File: src/hw/rtl/ijp_pkg.sv
`default_nettype none
package ijp_pkg;

    // storage geometry
    localparam int PLANE_DEPTH_DEF = 16384;
    localparam int OFFS_W          = 14;
    localparam int CODE_W          = 16;
    localparam int MAX_RES         = 4;

    // two-byte code space
    localparam int ROW_CELLS = 94;
    localparam int PUA_FIRST = 94 * 94;
    localparam int PUA_END   = 114 * 94;
    localparam logic [CODE_W-1:0] PUA_SHIFT = 16'(32'he000 - PUA_FIRST);

    // control and escape bytes
    localparam logic [7:0] CH_ESC       = 8'h1b;
    localparam logic [7:0] CH_SO        = 8'h0e;
    localparam logic [7:0] CH_SI        = 8'h0f;
    localparam logic [7:0] CH_DOLLAR    = 8'h24;
    localparam logic [7:0] CH_LPAREN    = 8'h28;
    localparam logic [7:0] CH_AT        = 8'h40;
    localparam logic [7:0] CH_B         = 8'h42;
    localparam logic [7:0] CH_D         = 8'h44;
    localparam logic [7:0] CH_H         = 8'h48;
    localparam logic [7:0] CH_I         = 8'h49;
    localparam logic [7:0] CH_J         = 8'h4a;
    localparam logic [7:0] CH_BACKSLASH = 8'h5c;
    localparam logic [7:0] CH_TILDE     = 8'h7e;
    localparam logic [7:0] CH_SPACE     = 8'h20;
    localparam logic [7:0] CH_DEL       = 8'h7f;
    localparam logic [7:0] KANA7_END    = 8'h60;
    localparam logic [7:0] LEAD_END     = 8'h93;
    localparam logic [7:0] HIGH_FIRST   = 8'h80;
    localparam logic [7:0] KANA8_LOW    = 8'ha0;
    localparam logic [7:0] KANA8_END    = 8'he0;
    localparam logic [7:0] CHAR_FIRST   = 8'h21;

    // fixed output code points
    localparam logic [CODE_W-1:0] U_YEN        = 16'h00a5;
    localparam logic [CODE_W-1:0] U_OVERLINE   = 16'h203e;
    localparam logic [CODE_W-1:0] U_KANA7_BASE = 16'hff40;
    localparam logic [CODE_W-1:0] U_KANA8_BASE = 16'hfec0;

    typedef enum logic [1:0] {
        REQ_BYTE  = 2'd0,
        REQ_WRITE = 2'd1,
        REQ_FLUSH = 2'd2
    } req_t;

    typedef enum logic [1:0] {
        KIND_UNICODE = 2'd0,
        KIND_JIS0208 = 2'd1,
        KIND_JIS0212 = 2'd2,
        KIND_INVALID = 2'd3
    } kind_t;

    typedef enum logic [2:0] {
        MODE_ASCII   = 3'd0,
        MODE_LATIN   = 3'd1,
        MODE_KANA    = 3'd2,
        MODE_JIS0208 = 3'd3,
        MODE_JIS0212 = 3'd4
    } mode_t;

    typedef enum logic [2:0] {
        SUB_IDLE             = 3'd0,
        SUB_TRAIL            = 3'd1,
        SUB_ESC              = 3'd2,
        SUB_ESC_DOLLAR       = 3'd3,
        SUB_ESC_DOLLAR_PAREN = 3'd4,
        SUB_ESC_PAREN        = 3'd5
    } sub_t;

    // results of one request, the last one possibly waiting on a store read
    typedef struct packed {
        logic [2:0]                        n;
        logic [MAX_RES-1:0][CODE_W-1:0]    code;
        kind_t [MAX_RES-1:0]               kind;
        logic                              lk;
        logic                              plane;
        logic                              hit;
        logic [OFFS_W-1:0]                 s;
        logic [CODE_W-1:0]                 pair;
    } bundle_t;

endpackage
`default_nettype wire

File: src/hw/rtl/ijp_out_if.sv
`default_nettype none
interface ijp_out_if;
    logic        valid;
    logic        ready;
    logic [15:0] code;
    logic [1:0]  kind;
    logic        last;

    modport source (output valid, output code, output kind, output last, input ready);
    modport sink (input valid, input code, input kind, input last, output ready);
endinterface
`default_nettype wire

File: src/hw/rtl/ijp_emit.sv
`default_nettype none
module ijp_emit (
    input  logic                       clk,
    input  logic                       rst_n,
    input  ijp_pkg::bundle_t           bnd,
    input  logic                       bnd_valid,
    output logic                       s1_ready,
    input  logic [ijp_pkg::CODE_W-1:0] rdata,
    ijp_out_if.source                  result
);

    logic                s1_valid_reg, s1_valid_next;
    ijp_pkg::bundle_t    s1_reg;

    logic                em_valid_reg, em_valid_next;
    logic [1:0]          em_idx_reg, em_idx_next;
    logic [2:0]          em_cnt_reg, em_cnt_next;
    logic [ijp_pkg::MAX_RES-1:0][ijp_pkg::CODE_W-1:0] em_code_reg;
    ijp_pkg::kind_t [ijp_pkg::MAX_RES-1:0]             em_kind_reg;

    logic                        em_is_last;
    logic                        em_done;
    logic                        s1_move;
    logic                        em_load;
    logic [ijp_pkg::CODE_W-1:0]  w;
    logic [1:0]                  lk_slot;
    logic [ijp_pkg::MAX_RES-1:0][ijp_pkg::CODE_W-1:0] res_code;
    ijp_pkg::kind_t [ijp_pkg::MAX_RES-1:0]             res_kind;

    assign em_is_last = ({1'b0, em_idx_reg} == em_cnt_reg - 3'd1);
    assign em_done    = em_valid_reg && result.ready && em_is_last;
    assign s1_move    = s1_valid_reg && (s1_reg.n == 3'd0 || !em_valid_reg || em_done);
    assign s1_ready   = !s1_valid_reg || s1_move;
    assign em_load    = s1_move && (s1_reg.n != 3'd0);

    // finish the store lookup, with private-use fallback for upper 0208 rows
    always_comb
    begin
        w        = s1_reg.hit ? rdata : '0;
        res_code = s1_reg.code;
        res_kind = s1_reg.kind;
        lk_slot  = 2'(s1_reg.n - 3'd1);
        if (w == '0 && !s1_reg.plane &&
            s1_reg.s >= ijp_pkg::OFFS_W'(ijp_pkg::PUA_FIRST) &&
            s1_reg.s < ijp_pkg::OFFS_W'(ijp_pkg::PUA_END))
        begin
            w = ijp_pkg::CODE_W'(s1_reg.s) + ijp_pkg::PUA_SHIFT;
        end
        if (s1_reg.lk)
        begin
            if (w != '0)
            begin
                res_code[lk_slot] = w;
                res_kind[lk_slot] = ijp_pkg::KIND_UNICODE;
            end
            else
            begin
                res_code[lk_slot] = s1_reg.pair;
                res_kind[lk_slot] = s1_reg.plane ? ijp_pkg::KIND_JIS0212
                                                 : ijp_pkg::KIND_JIS0208;
            end
        end
    end

    always_comb
    begin
        s1_valid_next = s1_ready ? bnd_valid : s1_valid_reg;
        em_valid_next = em_valid_reg;
        em_idx_next   = em_idx_reg;
        em_cnt_next   = em_cnt_reg;
        if (em_load)
        begin
            em_valid_next = 1'b1;
            em_idx_next   = 2'd0;
            em_cnt_next   = s1_reg.n;
        end
        else if (em_done)
        begin
            em_valid_next = 1'b0;
        end
        else if (em_valid_reg && result.ready)
        begin
            em_idx_next = em_idx_reg + 2'd1;
        end
    end

    always_ff @(posedge clk or negedge rst_n)
    begin
        if (!rst_n)
        begin
            s1_valid_reg <= 1'b0;
            em_valid_reg <= 1'b0;
            em_idx_reg   <= '0;
            em_cnt_reg   <= '0;
        end
        else
        begin
            s1_valid_reg <= s1_valid_next;
            em_valid_reg <= em_valid_next;
            em_idx_reg   <= em_idx_next;
            em_cnt_reg   <= em_cnt_next;
        end
    end

    always_ff @(posedge clk)
    begin
        if (s1_ready && bnd_valid)
        begin
            s1_reg <= bnd;
        end
        if (em_load)
        begin
            em_code_reg <= res_code;
            em_kind_reg <= res_kind;
        end
    end

    assign result.valid = em_valid_reg;
    assign result.code  = em_code_reg[em_idx_reg];
    assign result.kind  = em_kind_reg[em_idx_reg];
    assign result.last  = em_is_last;

    a_em_count: assert property (@(posedge clk) disable iff (!rst_n)
        em_valid_reg |-> em_cnt_reg != 3'd0 && {1'b0, em_idx_reg} < em_cnt_reg)
        else $error("result index outside the loaded group");

    a_rdata_held: assert property (@(posedge clk) disable iff (!rst_n)
        s1_valid_reg && !s1_move |=> rdata === $past(rdata))
        else $error("store read data changed under a stalled lookup");

    a_result_held: assert property (@(posedge clk) disable iff (!rst_n)
        em_valid_reg && !result.ready |=>
            em_valid_reg && $stable(em_idx_reg) && $stable(em_cnt_reg))
        else $error("waiting result moved before it was taken");

endmodule
`default_nettype wire

File: src/flat_wrapper.sv
// flat-port wrapper written by rule: the top's interface ports become plain ports
module ijp_emit_flat 
  (clk, rst_n, bnd, bnd_valid, s1_ready, rdata, result_valid, result_code, result_kind, result_last, result_ready);
  ijp_out_if result_i ();
  input  logic clk;
  input  logic rst_n;
  input  ijp_pkg::bundle_t bnd;
  input  logic bnd_valid;
  output logic s1_ready;
  input  logic [ijp_pkg::CODE_W-1:0] rdata;
  output wire logic [$bits(result_i.valid)-1:0] result_valid;
  output wire logic [$bits(result_i.code)-1:0] result_code;
  output wire logic [$bits(result_i.kind)-1:0] result_kind;
  output wire logic [$bits(result_i.last)-1:0] result_last;
  input wire logic [$bits(result_i.ready)-1:0] result_ready;
  assign result_valid = result_i.valid;
  assign result_code = result_i.code;
  assign result_kind = result_i.kind;
  assign result_last = result_i.last;
  assign result_i.ready = result_ready;
  ijp_emit u_core (.clk(clk), .rst_n(rst_n), .bnd(bnd), .bnd_valid(bnd_valid), .s1_ready(s1_ready), .rdata(rdata), .result(result_i));
endmodule
File: config.mk
export PLATFORM = sky130hd
export DESIGN_NAME = ijp_emit_flat
export DESIGN_NICKNAME = d
export VERILOG_FILES = /design/src/hw/rtl/ijp_pkg.sv /design/src/hw/rtl/ijp_out_if.sv /design/src/hw/rtl/ijp_emit.sv /design/src/flat_wrapper.sv
export SDC_FILE = /design/constraint.sdc
export NUM_CORES = 1
export LEC_CHECK = 0
export ABC_AREA = 1
export BUFFER_PORTS_ARGS = -buffer_cell sky130_fd_sc_hd__clkbuf_2
export CELL_PAD_IN_SITES_DETAIL_PLACEMENT = 1
export CELL_PAD_IN_SITES_GLOBAL_PLACEMENT = 2
export CORE_AREA = 3 3 175 177
export CTS_CLUSTER_SIZE = 28
export DETAILED_ROUTE_END_ITERATION = 6
export DIE_AREA = 0 0 178 180
export PLACE_DENSITY_LB_ADDON = 0.2
export REMOVE_ABC_BUFFERS = 1
export SLEW_MARGIN = 25
export SYNTH_ARGS = -nofsm -noshare
export SYNTH_HDL_FRONTEND = slang
export SYNTH_SLANG_ARGS = --single-unit
File: constraint.sdc
create_clock -name clk -period 7.15 [get_ports clk]
set_input_delay 0.3575 -clock clk [delete_from_list [all_inputs] [get_ports clk]]
set_output_delay 0.3575 -clock clk [all_outputs]
set_load 0.1 [all_outputs]
==> results.yml <==
setup_path:
  r2r.worst_path.cells: 17
  critPathLaunch: "u_core.s1_reg[30]"
  timing.critical_path.to: "u_core.em_kind_reg[4]"
  reg2reg_setup_slack_ps: 2800
  end_kind: "flop"
  timing.critical_path.from_type: "flop"
  critical_path.reg2reg.endpoint: "u_core.em_kind_reg[4]"
  cp_data_arrival_time_ps: 4660
  path_max_fanout: 65
  worstPathRequired_ps: 7460
  crit_type: "flop to flop"
  worstReg2RegStart: "u_core.s1_reg[30]"
route:
  vias: 8565
  wl_per_cell_um: 19.0
  drtPass1Iterations: 5
  wl_um: 32300
  detail_route.vias_per_cell: 5.04
  remaining_drc_errors: 0
  antenna_left: 0
  first_iter_violations: 611
timing:
  period_minus_slack_ps: 4350
  setup_violations: 0
  tightest_slew_ps: 873
  final.setup_skew_ps: 13.4
  final.period_utilization_pct: 60.8
  maxSlewHeadroom_pct: 41.8
  worst_hold_slack_ps: 76.7
  fin_setup_tns_ps: 0
  max_slew_vio_count: 0
  highest_achievable_clock_rate_mhz: 230
  hold_viol_final: 0
  rsz0062_at_grt: "no"
floorplan:
  fp.coreArea_um2: 29400
  core.rowCount: 63
  dieArea_um2: 32000
  die_w_um: 178
  initial_core_util_pct: 34.4
  floorplan.die.height_um: 180
  i_o_pin_count: 149
logic_synthesis:
  ys.warnings.count: 0
  synth-seq-cells: 187
  synth-main-ff-cell: "sky130_fd_sc_hd__edfxtp_1"
  synth_cells: 1179
  syn-cell-area_um2: 10100
  synth-async-reset-ratio_pct: 3.74
  synthDistinctLibCells: 27
  synth.yosys.seq_area_share_pct: 55.1
  number_of_enable_type_register_cells_in_the_synthesized_netlist: 180
  syn_avg_cell_area_um2: 8.58
layout:
  numnets_final: 1430
  antenna_cells_inserted: 0
  largest_reg_flops: 108
  filler_cell_count: 3514
  final_cell_mix: "348 x sky130_fd_sc_hd__nand2_1, 180 x sky130_fd_sc_hd__edfxtp_1, 148 x sky130_fd_sc_hd__clkbuf_2, 145 x sky130_fd_sc_hd__nand3_1, 109 x sky130_fd_sc_hd__inv_1"
  total_area_of_multi_input_combinational_cells_um2: 3760
  area_overhead_of_the_layout_relative_to_synthesis_pct: 15.5
  postLayoutCoreUtil_pct: 39.8
  drive_above_1_share_pct: 16.3
  layout_commonest_cell: "sky130_fd_sc_hd__nand2_1"
  register_area_um2: 5580
place:
  placement.io_buffers: 148
  gp_congestion: 0.820
  detailed_placer_s_ending_hpwl_um: 20700
clocking:
  ctsLongestPathBuffers: 2
  setup_bufs_post_cts: 0
  tritoncts: "done"
  holdBufCountCts: 1
  h_tree_levels: 4
  cts.sink_count: 187
  cts_root_buf: "sky130_fd_sc_hd__clkbuf_16"
  cts.repair.resized: 0
  path_clk_slew_ps: 80
  tritoncts.num_buffers: 17
  worst_skew_pair.late_latency_ps: 450
pwr:
  power.density_nw_per_um2: 310
  ir_worst_vdd_mv: 0.185
  leakage_nw: 5.19
global_route:
  first_global_vias: 8706
  globalRoute.totalOverflow: 0
  grt_first_pass_wirelength_um: 50500
  groute.usage.overall_pct: 20.5
  grt_antenna_before_repair: 1
  grt_max_degree: 66
flow_run:
  cap_violations: 0
min_path:
  hold_depth: 1
  timing.hold.worst.class: "input port to flop"
status:
  run_status: "finished clean"
[worst min path at each step]
stage	from	end
CTS	bnd[41]	u_core.s1_reg[41]
detailed placement	rst_n	u_core.em_cnt_reg[2]
global route	bnd[63]	u_core.s1_reg[63]
floorplan	rst_n	u_core.em_cnt_reg[0]
finish	bnd[63]	u_core.s1_reg[63]
global placement	rst_n	u_core.s1_valid_reg
[area by class of cell]
cell class                 instances  share of cell area, %
sequential                       187                   47.7
timing repair buffer             166                   7.62
multi-input combinational        808                   32.1
inverter                         118                   3.81
clock buffer                      19                   3.70
tap                              390                   4.17
clock inverter                    13                  0.814
[worst max-delay path, stage by stage (launching register included)]
cell	delay, ps
sky130_fd_sc_hd__edfxtp_1	650
sky130_fd_sc_hd__nand2_1	220
sky130_fd_sc_hd__inv_1	50
sky130_fd_sc_hd__nor2_1	110
sky130_fd_sc_hd__nand2_1	100
sky130_fd_sc_hd__nor2_4	150
sky130_fd_sc_hd__nand2_1	80
sky130_fd_sc_hd__nor2_2	300
sky130_fd_sc_hd__nand2_1	120
sky130_fd_sc_hd__nand2_2	140
sky130_fd_sc_hd__nand3_1	130
sky130_fd_sc_hd__nor2_4	110
sky130_fd_sc_hd__buf_4	650
sky130_fd_sc_hd__nand2_2	510
sky130_fd_sc_hd__buf_4	460
sky130_fd_sc_hd__inv_2	200
sky130_fd_sc_hd__nand3_1	90
sky130_fd_sc_hd__nand2_1	110
[routing by layer]
layer	vias up	global-route usage (%)	share of wire, %
li1	4180	-	-
met1	4151	28.6	47
met2	201	33.1	47
met3	31	3.99	4.1
met4	2	4.34	1.5
met5	-	0	0.062
[Yosys cell counts (3+ instances only)]
cell type / count / area share, %
sky130_fd_sc_hd__a21boi_0: 42 / 3.1
sky130_fd_sc_hd__a21oi_1: 34 / 1.7
sky130_fd_sc_hd__buf_2: 11 / 0.54
sky130_fd_sc_hd__buf_6: 14 / 1.6
sky130_fd_sc_hd__clkbuf_1: 37 / 1.4
sky130_fd_sc_hd__clkinv_1: 3 / 0.11
sky130_fd_sc_hd__dfrtp_1: 7 / 1.7
sky130_fd_sc_hd__edfxtp_1: 180 / 53
sky130_fd_sc_hd__ha_1: 4 / 0.49
sky130_fd_sc_hd__inv_1: 110 / 4.1
sky130_fd_sc_hd__inv_2: 5 / 0.19
sky130_fd_sc_hd__nand2_1: 349 / 13
sky130_fd_sc_hd__nand2_2: 5 / 0.31
sky130_fd_sc_hd__nand3_1: 145 / 7.2
sky130_fd_sc_hd__nand4_1: 6 / 0.37
sky130_fd_sc_hd__nor2_1: 84 / 3.1
sky130_fd_sc_hd__o21a_1: 6 / 0.45
sky130_fd_sc_hd__o21ai_0: 103 / 5.1
sky130_fd_sc_hd__o22ai_1: 18 / 1.1
sky130_fd_sc_hd__xor2_1: 6 / 0.52
[kinds of logic after synthesis]
logic type / Yosys count / share of synthesized area, %
and+or+nand+nor: 594 / 24.2
adders and majority gates: 4 / 0.495
xor gates and xnor gates: 7 / 0.606
buffers and inverters: 184 / 8.07
AOI/OAI and AO/OA: 203 / 11.4
DFF: 187 / 55.1
[power by group]
| group | switching [mW] | leakage, nW | internal [mW] |
|---|---|---|---|
| sequential | 0.0871 | 1.74 | 1.36 |
| clock | 0.447 | 0.254 | 0.448 |
| combinational | 1.00 | 3.20 | 0.280 |
| total | 1.54 | 5.19 | 2.09 |
[stage by stage]
stage / worst slack [ps] / std cells / total power [mW] / cell area, um^2
floorplan: 1070 / 1113 / 2.37 / 9750
global placement: 2860 / 1667 / 2.75 / 11100
detailed placement: 2780 / 1667 / 2.77 / 11100
CTS: 2770 / 1700 / 3.68 / 11700
global route: 2370 / 1701 / 3.84 / 11700
finish: 2800 / 1701 / 3.63 / 11700
(Power assumes the default switching activity.)
