===== src/hw/rtl/ijp_pkg.sv =====
`default_nettype none
package ijp_pkg;

    // storage geometry
    localparam int PLANE_DEPTH_DEF = 16384;
    localparam int OFFS_W          = 14;
    localparam int CODE_W          = 16;
    localparam int MAX_RES         = 4;

    // two-byte code space
    localparam int ROW_CELLS = 94;
    localparam int PUA_FIRST = 94 * 94;
    localparam int PUA_END   = 114 * 94;
    localparam logic [CODE_W-1:0] PUA_SHIFT = 16'(32'he000 - PUA_FIRST);

    // control and escape bytes
    localparam logic [7:0] CH_ESC       = 8'h1b;
    localparam logic [7:0] CH_SO        = 8'h0e;
    localparam logic [7:0] CH_SI        = 8'h0f;
    localparam logic [7:0] CH_DOLLAR    = 8'h24;
    localparam logic [7:0] CH_LPAREN    = 8'h28;
    localparam logic [7:0] CH_AT        = 8'h40;
    localparam logic [7:0] CH_B         = 8'h42;
    localparam logic [7:0] CH_D         = 8'h44;
    localparam logic [7:0] CH_H         = 8'h48;
    localparam logic [7:0] CH_I         = 8'h49;
    localparam logic [7:0] CH_J         = 8'h4a;
    localparam logic [7:0] CH_BACKSLASH = 8'h5c;
    localparam logic [7:0] CH_TILDE     = 8'h7e;
    localparam logic [7:0] CH_SPACE     = 8'h20;
    localparam logic [7:0] CH_DEL       = 8'h7f;
    localparam logic [7:0] KANA7_END    = 8'h60;
    localparam logic [7:0] LEAD_END     = 8'h93;
    localparam logic [7:0] HIGH_FIRST   = 8'h80;
    localparam logic [7:0] KANA8_LOW    = 8'ha0;
    localparam logic [7:0] KANA8_END    = 8'he0;
    localparam logic [7:0] CHAR_FIRST   = 8'h21;

    // fixed output code points
    localparam logic [CODE_W-1:0] U_YEN        = 16'h00a5;
    localparam logic [CODE_W-1:0] U_OVERLINE   = 16'h203e;
    localparam logic [CODE_W-1:0] U_KANA7_BASE = 16'hff40;
    localparam logic [CODE_W-1:0] U_KANA8_BASE = 16'hfec0;

    typedef enum logic [1:0] {
        REQ_BYTE  = 2'd0,
        REQ_WRITE = 2'd1,
        REQ_FLUSH = 2'd2
    } req_t;

    typedef enum logic [1:0] {
        KIND_UNICODE = 2'd0,
        KIND_JIS0208 = 2'd1,
        KIND_JIS0212 = 2'd2,
        KIND_INVALID = 2'd3
    } kind_t;

    typedef enum logic [2:0] {
        MODE_ASCII   = 3'd0,
        MODE_LATIN   = 3'd1,
        MODE_KANA    = 3'd2,
        MODE_JIS0208 = 3'd3,
        MODE_JIS0212 = 3'd4
    } mode_t;

    typedef enum logic [2:0] {
        SUB_IDLE             = 3'd0,
        SUB_TRAIL            = 3'd1,
        SUB_ESC              = 3'd2,
        SUB_ESC_DOLLAR       = 3'd3,
        SUB_ESC_DOLLAR_PAREN = 3'd4,
        SUB_ESC_PAREN        = 3'd5
    } sub_t;

    // results of one request, the last one possibly waiting on a store read
    typedef struct packed {
        logic [2:0]                        n;
        logic [MAX_RES-1:0][CODE_W-1:0]    code;
        kind_t [MAX_RES-1:0]               kind;
        logic                              lk;
        logic                              plane;
        logic                              hit;
        logic [OFFS_W-1:0]                 s;
        logic [CODE_W-1:0]                 pair;
    } bundle_t;

endpackage
`default_nettype wire


===== src/hw/rtl/ijp_in_if.sv =====
`default_nettype none
interface ijp_in_if;
    logic        valid;
    logic        ready;
    logic [1:0]  req_type;
    logic [7:0]  in_byte;
    logic [14:0] map_index;
    logic [15:0] map_value;

    modport source (output valid, output req_type, output in_byte, output map_index,
                    output map_value, input ready);
    modport sink (input valid, input req_type, input in_byte, input map_index,
                  input map_value, output ready);
endinterface
`default_nettype wire


===== src/hw/rtl/ijp_front.sv =====
`default_nettype none
module ijp_front #(
    parameter int PLANE_DEPTH = ijp_pkg::PLANE_DEPTH_DEF,
    localparam int AW = $clog2(2 * PLANE_DEPTH)
) (
    input  logic                       clk,
    input  logic                       rst_n,
    ijp_in_if.sink                     byte_in,
    input  logic                       s1_ready,
    output ijp_pkg::bundle_t           bnd,
    output logic                       bnd_valid,
    output logic                       ram_we,
    output logic                       ram_re,
    output logic [AW-1:0]              ram_addr,
    output logic [ijp_pkg::CODE_W-1:0] ram_wdata
);

    ijp_pkg::mode_t mode_reg, mode_next;
    ijp_pkg::sub_t  sub_reg, sub_next;
    logic [7:0]     lead_reg, lead_next;

    logic           clr_busy_reg, clr_busy_next;
    logic [AW-1:0]  clr_cnt_reg, clr_cnt_next;

    logic                        acc;
    logic [7:0]                  c;
    logic                        trail_ok;
    logic [6:0]                  row;
    logic [6:0]                  col;
    logic [ijp_pkg::OFFS_W-1:0]  s;
    logic                        rd_plane;
    logic                        rd_hit;
    logic [AW-1:0]               rd_addr;
    logic [ijp_pkg::OFFS_W-1:0]  wr_offs;
    logic                        wr_hit;
    logic [AW-1:0]               wr_addr;
    logic                        is_write;
    logic                        is_lookup;

    logic [2:0]                  cnt;
    logic [1:0]                  slot;
    logic                        run_idle;
    logic                        e_put;
    logic [ijp_pkg::CODE_W-1:0]  e_code;
    ijp_pkg::kind_t              e_kind;

    assign c   = byte_in.in_byte;
    assign acc = byte_in.valid && byte_in.ready;
    assign byte_in.ready = !clr_busy_reg && s1_ready;

    // two-byte code offset inside its plane
    assign trail_ok = (c > ijp_pkg::CH_SPACE) && (c < ijp_pkg::CH_DEL);
    assign row      = 7'(lead_reg - ijp_pkg::CHAR_FIRST);
    assign col      = 7'(c - ijp_pkg::CHAR_FIRST);
    assign s        = ijp_pkg::OFFS_W'(row) * ijp_pkg::OFFS_W'(ijp_pkg::ROW_CELLS)
                      + ijp_pkg::OFFS_W'(col);
    assign rd_plane = (mode_reg != ijp_pkg::MODE_JIS0208);
    assign rd_hit   = AW'(s) < AW'(PLANE_DEPTH);
    assign rd_addr  = rd_plane ? AW'(PLANE_DEPTH) + AW'(s) : AW'(s);

    assign wr_offs  = byte_in.map_index[ijp_pkg::OFFS_W-1:0];
    assign wr_hit   = AW'(wr_offs) < AW'(PLANE_DEPTH);
    assign wr_addr  = byte_in.map_index[ijp_pkg::OFFS_W] ? AW'(PLANE_DEPTH) + AW'(wr_offs)
                                                          : AW'(wr_offs);

    assign is_write  = (byte_in.req_type == ijp_pkg::REQ_WRITE) && wr_hit;
    assign is_lookup = (byte_in.req_type == ijp_pkg::REQ_BYTE) &&
                       (sub_reg == ijp_pkg::SUB_TRAIL) && trail_ok && rd_hit;

    // store port: clearing pass first, then writes and lookups
    assign ram_we    = clr_busy_reg || (acc && is_write);
    assign ram_re    = acc && is_lookup;
    assign ram_addr  = clr_busy_reg ? clr_cnt_reg : (is_write ? wr_addr : rd_addr);
    assign ram_wdata = clr_busy_reg ? '0 : byte_in.map_value;

    assign bnd_valid = acc;

    always_comb
    begin
        clr_cnt_next  = clr_cnt_reg + AW'(1);
        clr_busy_next = clr_busy_reg && (clr_cnt_reg != AW'(2 * PLANE_DEPTH - 1));
    end

    // decode of one request against the current mode and substate
    always_comb
    begin
        mode_next = mode_reg;
        sub_next  = sub_reg;
        lead_next = lead_reg;
        bnd       = '0;
        cnt       = 3'd0;
        run_idle  = 1'b0;
        e_put     = 1'b0;
        e_code    = '0;
        e_kind    = ijp_pkg::KIND_UNICODE;
        slot      = 2'd0;

        bnd.s     = s;
        bnd.plane = rd_plane;
        bnd.hit   = rd_hit;
        bnd.pair  = {lead_reg, c};

        case (byte_in.req_type)
            ijp_pkg::REQ_BYTE:
            begin
                case (sub_reg)
                    ijp_pkg::SUB_IDLE:
                    begin
                        run_idle = 1'b1;
                    end
                    ijp_pkg::SUB_TRAIL:
                    begin
                        sub_next     = ijp_pkg::SUB_IDLE;
                        bnd.code[0]  = {lead_reg, c};
                        bnd.kind[0]  = ijp_pkg::KIND_INVALID;
                        bnd.lk       = trail_ok;
                        cnt          = 3'd1;
                    end
                    ijp_pkg::SUB_ESC:
                    begin
                        if (c == ijp_pkg::CH_DOLLAR)
                        begin
                            sub_next = ijp_pkg::SUB_ESC_DOLLAR;
                        end
                        else if (c == ijp_pkg::CH_LPAREN)
                        begin
                            sub_next = ijp_pkg::SUB_ESC_PAREN;
                        end
                        else
                        begin
                            sub_next    = ijp_pkg::SUB_IDLE;
                            bnd.code[0] = 16'(ijp_pkg::CH_ESC);
                            bnd.kind[0] = ijp_pkg::KIND_INVALID;
                            cnt         = 3'd1;
                            run_idle    = 1'b1;
                        end
                    end
                    ijp_pkg::SUB_ESC_DOLLAR:
                    begin
                        if (c == ijp_pkg::CH_AT || c == ijp_pkg::CH_B)
                        begin
                            mode_next = ijp_pkg::MODE_JIS0208;
                            sub_next  = ijp_pkg::SUB_IDLE;
                        end
                        else if (c == ijp_pkg::CH_LPAREN)
                        begin
                            sub_next = ijp_pkg::SUB_ESC_DOLLAR_PAREN;
                        end
                        else
                        begin
                            sub_next    = ijp_pkg::SUB_IDLE;
                            bnd.code[0] = 16'(ijp_pkg::CH_ESC);
                            bnd.kind[0] = ijp_pkg::KIND_INVALID;
                            bnd.code[1] = 16'(ijp_pkg::CH_DOLLAR);
                            cnt         = 3'd2;
                            run_idle    = 1'b1;
                        end
                    end
                    ijp_pkg::SUB_ESC_DOLLAR_PAREN:
                    begin
                        if (c == ijp_pkg::CH_AT || c == ijp_pkg::CH_B)
                        begin
                            mode_next = ijp_pkg::MODE_JIS0208;
                            sub_next  = ijp_pkg::SUB_IDLE;
                        end
                        else if (c == ijp_pkg::CH_D)
                        begin
                            mode_next = ijp_pkg::MODE_JIS0212;
                            sub_next  = ijp_pkg::SUB_IDLE;
                        end
                        else
                        begin
                            sub_next    = ijp_pkg::SUB_IDLE;
                            bnd.code[0] = 16'(ijp_pkg::CH_ESC);
                            bnd.kind[0] = ijp_pkg::KIND_INVALID;
                            bnd.code[1] = 16'(ijp_pkg::CH_DOLLAR);
                            bnd.code[2] = 16'(ijp_pkg::CH_LPAREN);
                            cnt         = 3'd3;
                            run_idle    = 1'b1;
                        end
                    end
                    ijp_pkg::SUB_ESC_PAREN:
                    begin
                        if (c == ijp_pkg::CH_B || c == ijp_pkg::CH_H)
                        begin
                            mode_next = ijp_pkg::MODE_ASCII;
                            sub_next  = ijp_pkg::SUB_IDLE;
                        end
                        else if (c == ijp_pkg::CH_J)
                        begin
                            mode_next = ijp_pkg::MODE_LATIN;
                            sub_next  = ijp_pkg::SUB_IDLE;
                        end
                        else if (c == ijp_pkg::CH_I)
                        begin
                            mode_next = ijp_pkg::MODE_KANA;
                            sub_next  = ijp_pkg::SUB_IDLE;
                        end
                        else
                        begin
                            sub_next    = ijp_pkg::SUB_IDLE;
                            bnd.code[0] = 16'(ijp_pkg::CH_ESC);
                            bnd.kind[0] = ijp_pkg::KIND_INVALID;
                            bnd.code[1] = 16'(ijp_pkg::CH_LPAREN);
                            cnt         = 3'd2;
                            run_idle    = 1'b1;
                        end
                    end
                    default:
                    begin
                        mode_next = ijp_pkg::MODE_ASCII;
                        sub_next  = ijp_pkg::SUB_IDLE;
                    end
                endcase
            end
            ijp_pkg::REQ_FLUSH:
            begin
                if (sub_reg == ijp_pkg::SUB_TRAIL)
                begin
                    sub_next    = ijp_pkg::SUB_IDLE;
                    bnd.code[0] = 16'(lead_reg);
                    bnd.kind[0] = ijp_pkg::KIND_INVALID;
                    cnt         = 3'd1;
                end
            end
            default:
            begin
            end
        endcase

        // single byte in idle substate, also after a failed escape
        if (run_idle)
        begin
            if (c == ijp_pkg::CH_ESC)
            begin
                sub_next = ijp_pkg::SUB_ESC;
            end
            else if (c == ijp_pkg::CH_SO)
            begin
                mode_next = ijp_pkg::MODE_KANA;
            end
            else if (c == ijp_pkg::CH_SI)
            begin
                mode_next = ijp_pkg::MODE_ASCII;
            end
            else if (mode_reg == ijp_pkg::MODE_LATIN && c == ijp_pkg::CH_BACKSLASH)
            begin
                e_put  = 1'b1;
                e_code = ijp_pkg::U_YEN;
            end
            else if (mode_reg == ijp_pkg::MODE_LATIN && c == ijp_pkg::CH_TILDE)
            begin
                e_put  = 1'b1;
                e_code = ijp_pkg::U_OVERLINE;
            end
            else if (mode_reg == ijp_pkg::MODE_KANA && c > ijp_pkg::CH_SPACE &&
                     c < ijp_pkg::KANA7_END)
            begin
                e_put  = 1'b1;
                e_code = ijp_pkg::U_KANA7_BASE + 16'(c);
            end
            else if ((mode_reg == ijp_pkg::MODE_JIS0208 || mode_reg == ijp_pkg::MODE_JIS0212)
                     && c > ijp_pkg::CH_SPACE && c < ijp_pkg::LEAD_END)
            begin
                lead_next = c;
                sub_next  = ijp_pkg::SUB_TRAIL;
            end
            else if (c < ijp_pkg::HIGH_FIRST)
            begin
                e_put  = 1'b1;
                e_code = 16'(c);
            end
            else if (c > ijp_pkg::KANA8_LOW && c < ijp_pkg::KANA8_END)
            begin
                e_put  = 1'b1;
                e_code = ijp_pkg::U_KANA8_BASE + 16'(c);
            end
            else
            begin
                e_put  = 1'b1;
                e_code = 16'(c);
                e_kind = ijp_pkg::KIND_INVALID;
            end
        end

        if (e_put)
        begin
            slot           = cnt[1:0];
            bnd.code[slot] = e_code;
            bnd.kind[slot] = e_kind;
            cnt            = cnt + 3'd1;
        end
        bnd.n = cnt;
    end

    always_ff @(posedge clk or negedge rst_n)
    begin
        if (!rst_n)
        begin
            mode_reg <= ijp_pkg::MODE_ASCII;
            sub_reg  <= ijp_pkg::SUB_IDLE;
            lead_reg <= '0;
        end
        else if (acc)
        begin
            mode_reg <= mode_next;
            sub_reg  <= sub_next;
            lead_reg <= lead_next;
        end
    end

    always_ff @(posedge clk or negedge rst_n)
    begin
        if (!rst_n)
        begin
            clr_busy_reg <= 1'b1;
            clr_cnt_reg  <= '0;
        end
        else if (clr_busy_reg)
        begin
            clr_busy_reg <= clr_busy_next;
            clr_cnt_reg  <= clr_cnt_next;
        end
    end

    a_port_excl: assert property (@(posedge clk) disable iff (!rst_n)
        !(ram_we && ram_re))
        else $error("store read and write in the same cycle");

    a_trail_done: assert property (@(posedge clk) disable iff (!rst_n)
        ram_re |=> sub_reg == ijp_pkg::SUB_IDLE)
        else $error("lookup did not end the two-byte code");

    a_clear_owns_port: assert property (@(posedge clk) disable iff (!rst_n)
        clr_busy_reg |-> ram_we && !byte_in.ready && ram_wdata == '0)
        else $error("clearing pass lost the store port");

endmodule
`default_nettype wire


===== src/flat_wrapper.sv =====
// flat-port wrapper written by rule: the top's interface ports become plain ports
module ijp_front_flat 
#(
    parameter int PLANE_DEPTH = ijp_pkg::PLANE_DEPTH_DEF,
    localparam int AW = $clog2(2 * PLANE_DEPTH)
)
  (clk, rst_n, s1_ready, bnd, bnd_valid, ram_we, ram_re, ram_addr, ram_wdata, byte_in_valid, byte_in_req_type, byte_in_in_byte, byte_in_map_index, byte_in_map_value, byte_in_ready);
  ijp_in_if byte_in_i ();
  input  logic clk;
  input  logic rst_n;
  input  logic s1_ready;
  output ijp_pkg::bundle_t bnd;
  output logic bnd_valid;
  output logic ram_we;
  output logic ram_re;
  output logic [AW-1:0] ram_addr;
  output logic [ijp_pkg::CODE_W-1:0] ram_wdata;
  input wire logic [$bits(byte_in_i.valid)-1:0] byte_in_valid;
  input wire logic [$bits(byte_in_i.req_type)-1:0] byte_in_req_type;
  input wire logic [$bits(byte_in_i.in_byte)-1:0] byte_in_in_byte;
  input wire logic [$bits(byte_in_i.map_index)-1:0] byte_in_map_index;
  input wire logic [$bits(byte_in_i.map_value)-1:0] byte_in_map_value;
  output wire logic [$bits(byte_in_i.ready)-1:0] byte_in_ready;
  assign byte_in_i.valid = byte_in_valid;
  assign byte_in_i.req_type = byte_in_req_type;
  assign byte_in_i.in_byte = byte_in_in_byte;
  assign byte_in_i.map_index = byte_in_map_index;
  assign byte_in_i.map_value = byte_in_map_value;
  assign byte_in_ready = byte_in_i.ready;
  ijp_front #(.PLANE_DEPTH(PLANE_DEPTH)) u_core (.clk(clk), .rst_n(rst_n), .byte_in(byte_in_i), .s1_ready(s1_ready), .bnd(bnd), .bnd_valid(bnd_valid), .ram_we(ram_we), .ram_re(ram_re), .ram_addr(ram_addr), .ram_wdata(ram_wdata));
endmodule

===== config.mk =====
export PLATFORM = sky130hd
export DESIGN_NAME = ijp_front_flat
export DESIGN_NICKNAME = d
export VERILOG_FILES = /design/src/hw/rtl/ijp_pkg.sv /design/src/hw/rtl/ijp_in_if.sv /design/src/hw/rtl/ijp_front.sv /design/src/flat_wrapper.sv
export SDC_FILE = /design/constraint.sdc
export NUM_CORES = 1
export LEC_CHECK = 0
export BUFFER_PORTS_ARGS = -buffer_cell sky130_fd_sc_hd__buf_2
export CAP_MARGIN = 5
export CORE_MARGIN = 1
export CORE_UTILIZATION = 52
export DETAILED_ROUTE_END_ITERATION = 8
export MAX_ROUTING_LAYER = met4
export PLACE_DENSITY_LB_ADDON = 0.12
export SYNTH_ARGS = -nofsm -noshare
export SYNTH_HDL_FRONTEND = slang
export SYNTH_SLANG_ARGS = --single-unit

===== constraint.sdc =====
create_clock -name clk -period 6.65 [get_ports clk]
set_input_delay 0 -clock clk [delete_from_list [all_inputs] [get_ports clk]]
set_output_delay 0 -clock clk [all_outputs]
set_load 0.1 [all_outputs]

==> results.cfg <==
[run_status]
status = finished, final reports clean

[timing]
setup-tns-final_ps = 0
fmax_mhz = 159
fin_crit_sh_pct = 94.6
rsz0062_at_grt = no
min_period_ps = 6290
finalSetupViolCount = 0
tightest_slew_ps = 1010
max_slew_margin_pct = 32.6
drv_slew = 0
report.final.hold_viol_count = 0
hold_slack_ps = 62.9
fin_worst_skew_ps = 10.1

[route]
finalWirelength_um = 15500
first_pass_iters = 5
final_antenna_net_count = 0
routedWlPerCell_um = 16.5
drt_iter0_drc = 226
drc = 0
num_vias = 5326
viasPerCell = 5.65

[synthesis]
synth_nets = 781
syn_inst = 672
synth_ff_type = dfrtp_1
synth-seq-cells = 30
synth_edf_count = 0
async_flop_share_pct = 100
syn_area_per_cell_um2 = 7.71
yosys.cell_types.count = 80
netlist_area_um2 = 5180
yosysSeqAreaShare_pct = 14.5
ys_warn_count = 0

[placed_design]
hpwl_um = 12200
placed_cells = 933
gp_congestion = 0.939
portBuffers = 186
place_area_um2 = 6060

[power]
powerDensity_nw_per_um2 = 232
p_leak_nw = 3.32
ir_drop_uv = 271

[die]
die-width_um = 102
fp.dieArea_um2 = 10400
rows = 36
core-area_um2 = 9730
die_y_um = 102
start_util_pct = 53.3
io_pins = 188

[setup_path]
path_cells = inv_1, ha_1, nor3b_1, xor2_2, inv_1, fa_1, inv_1, ha_1, inv_1, fa_1, inv_1, ha_1, a211oi_1, or2_2, and4_1, o2111ai_1, or3b_1, a21boi_0, o41ai_4, clkbuf_4
cp.required_ps = 6650
reg2reg_setup_slack_ps = 3270
crit_path_start_kind = flop
worstPathArrival_ps = 6290
critPathMostFrequentCell = inv_1
critical-path-top-delay-family = adder cells
critPathMaxStageDelay_ps = 530
slowest_stage = fa_1
critPathKind = flop to primary output
cp_num_buf_inv = 6
critPathCaptureType = primary output
crit_fanout = 7

[worst_hold_path]
worstHoldPathType = primary input to flop

[final_layout]
fin_area_um2 = 6190
largest_reg_flops = 15
mostFrequentLayoutCell = buf_2
nets = 917
syn_to_final_growth_pct = 19.4
drive_gt1_share_pct = 29.8
final_cell_mix = buf_2, inv_1, nand2_1
final_util_pct = 63.6
n_antenna_cell = 0
finalNonFillerCells = 942

[cts]
cts_tree = done
path_clk_slew_ps = 80
cts.sinks = 30
cts_buffer_depth = 2
cts_inserted_buffers = 5
cts.htree.levels = 2
cts_root_buffer = clkbuf_8
insertion_delay_ps = 290

[global_route]
grt_pass1_wl_um = 24000
grt-ovfl-total = 0
grtUsageTotal_pct = 30.3
antenna_found_initial = 0
grt_pass1_vias = 4870
grt_max_degree = 55

[job]
max_cap_violations = 0
## power by group
group	total (mW)	internal [mW]	switching, mW
registers	0.190	0.185	0.00547
logic	1.08	0.229	0.854
clock network	0.161	0.0833	0.0782
## metrics by stage
stage	worst slack (ps)	power, mW
floorplan	-253	1.11
global placement	830	1.26
detailed placement	507	1.27
CTS	193	1.43
global route	20.4	1.50
finish	357	1.43
## worst paths after layout
| path | cells past startpoint | start | endpoint |
|---|---|---|---|
| min reg2reg | 1 | u_core.clr_cnt_reg[11]$_DFFE_PN0P_ | u_core.clr_cnt_reg[11]$_DFFE_PN0P_ |
| min in group asynchronous | 2 | rst_n | u_core.clr_cnt_reg[6]$_DFFE_PN0P_ |
| max | 20 | u_core.lead_reg[0]$_DFFE_PN0P_ | ram_addr[13] |
| min | 4 | byte_in_valid | u_core.sub_reg[0]$_DFFE_PN0P_ |
| max reg2reg | 7 | u_core.sub_reg[2]$_DFFE_PN0P_ | u_core.lead_reg[7]$_DFFE_PN0P_ |
| max in group asynchronous | 2 | rst_n | u_core.lead_reg[0]$_DFFE_PN0P_ |
## cell type report
type,count,area (um^2)
Multi-Input combinational cell,523,3990
Fill cell,900,3540
Timing Repair Buffer,189,961
Sequential cell,30,753
Inverter,59,221
Tap cell,133,166
Clock buffer,6,82.6
Clock inverter,2,12.5
## repair_timing
action	4_1_cts	5_1_grt
gates resized for setup	0	4
hold buffers	1	0
buffers inserted	0	0
endpoints found under the hold margin	29	0
endpoints found under the setup margin	0	3
## cells in the mapped netlist (all sizes together), types with 4 or more instances
master	n	area, um^2
o31ai	5	37.5
clkbuf	22	82.6
ha	50	626
a211oi	5	37.5
xor2	13	114
a31oi	5	31.3
and3	14	87.6
buf	38	269
or2	7	43.8
nor4	5	31.3
inv	58	218
o211ai	5	37.5
nor2	53	199
nand2b	10	62.6
fa	14	280
nor2b	26	163
nand4	6	37.5
mux2	12	158
a21oi	24	120
nand2	56	210
nor3b	5	37.5
o21bai	4	30.0
mux2i	15	150
a311oi	4	52.6
xnor2	26	228
or3	6	37.5
dfrtp	29	726
a21o	17	128
nand3	16	80.1
nor3	11	55.1
o21a	8	60.1
o21ai	43	219
## tightest hold or removal path: stages
cell     delay (ps)
buf_2            70
nand2_1          90
nand2_1          90
a21oi_1          60
## cells by family after synthesis
kind of cell	Yosys count	synth area share [%]
buffers and inverters	119	11.1
flip-flops	30	14.5
AND/OR/NAND/NOR	234	23.2
adder cells (fa/ha/maj)	64	17.5
AO/OA/AOI/OAI	158	21.1
multiplexers	27	5.94
other	1	0.0724
XOR/XNOR	39	6.59
## layer usage
| layer | GRT usage [%] | vias up | wire, um |
|---|---|---|---|
| li1 | - | 2600 | - |
| met1 | 37.7 | 2494 | 6650 |
| met2 | 53.4 | 214 | 7870 |
| met3 | 2.05 | 18 | 801 |
| met4 | 8.02 | 0 | 220 |
| met5 | - | - | 0 |
No activity file was read; power rests on OpenSTA's default activity.
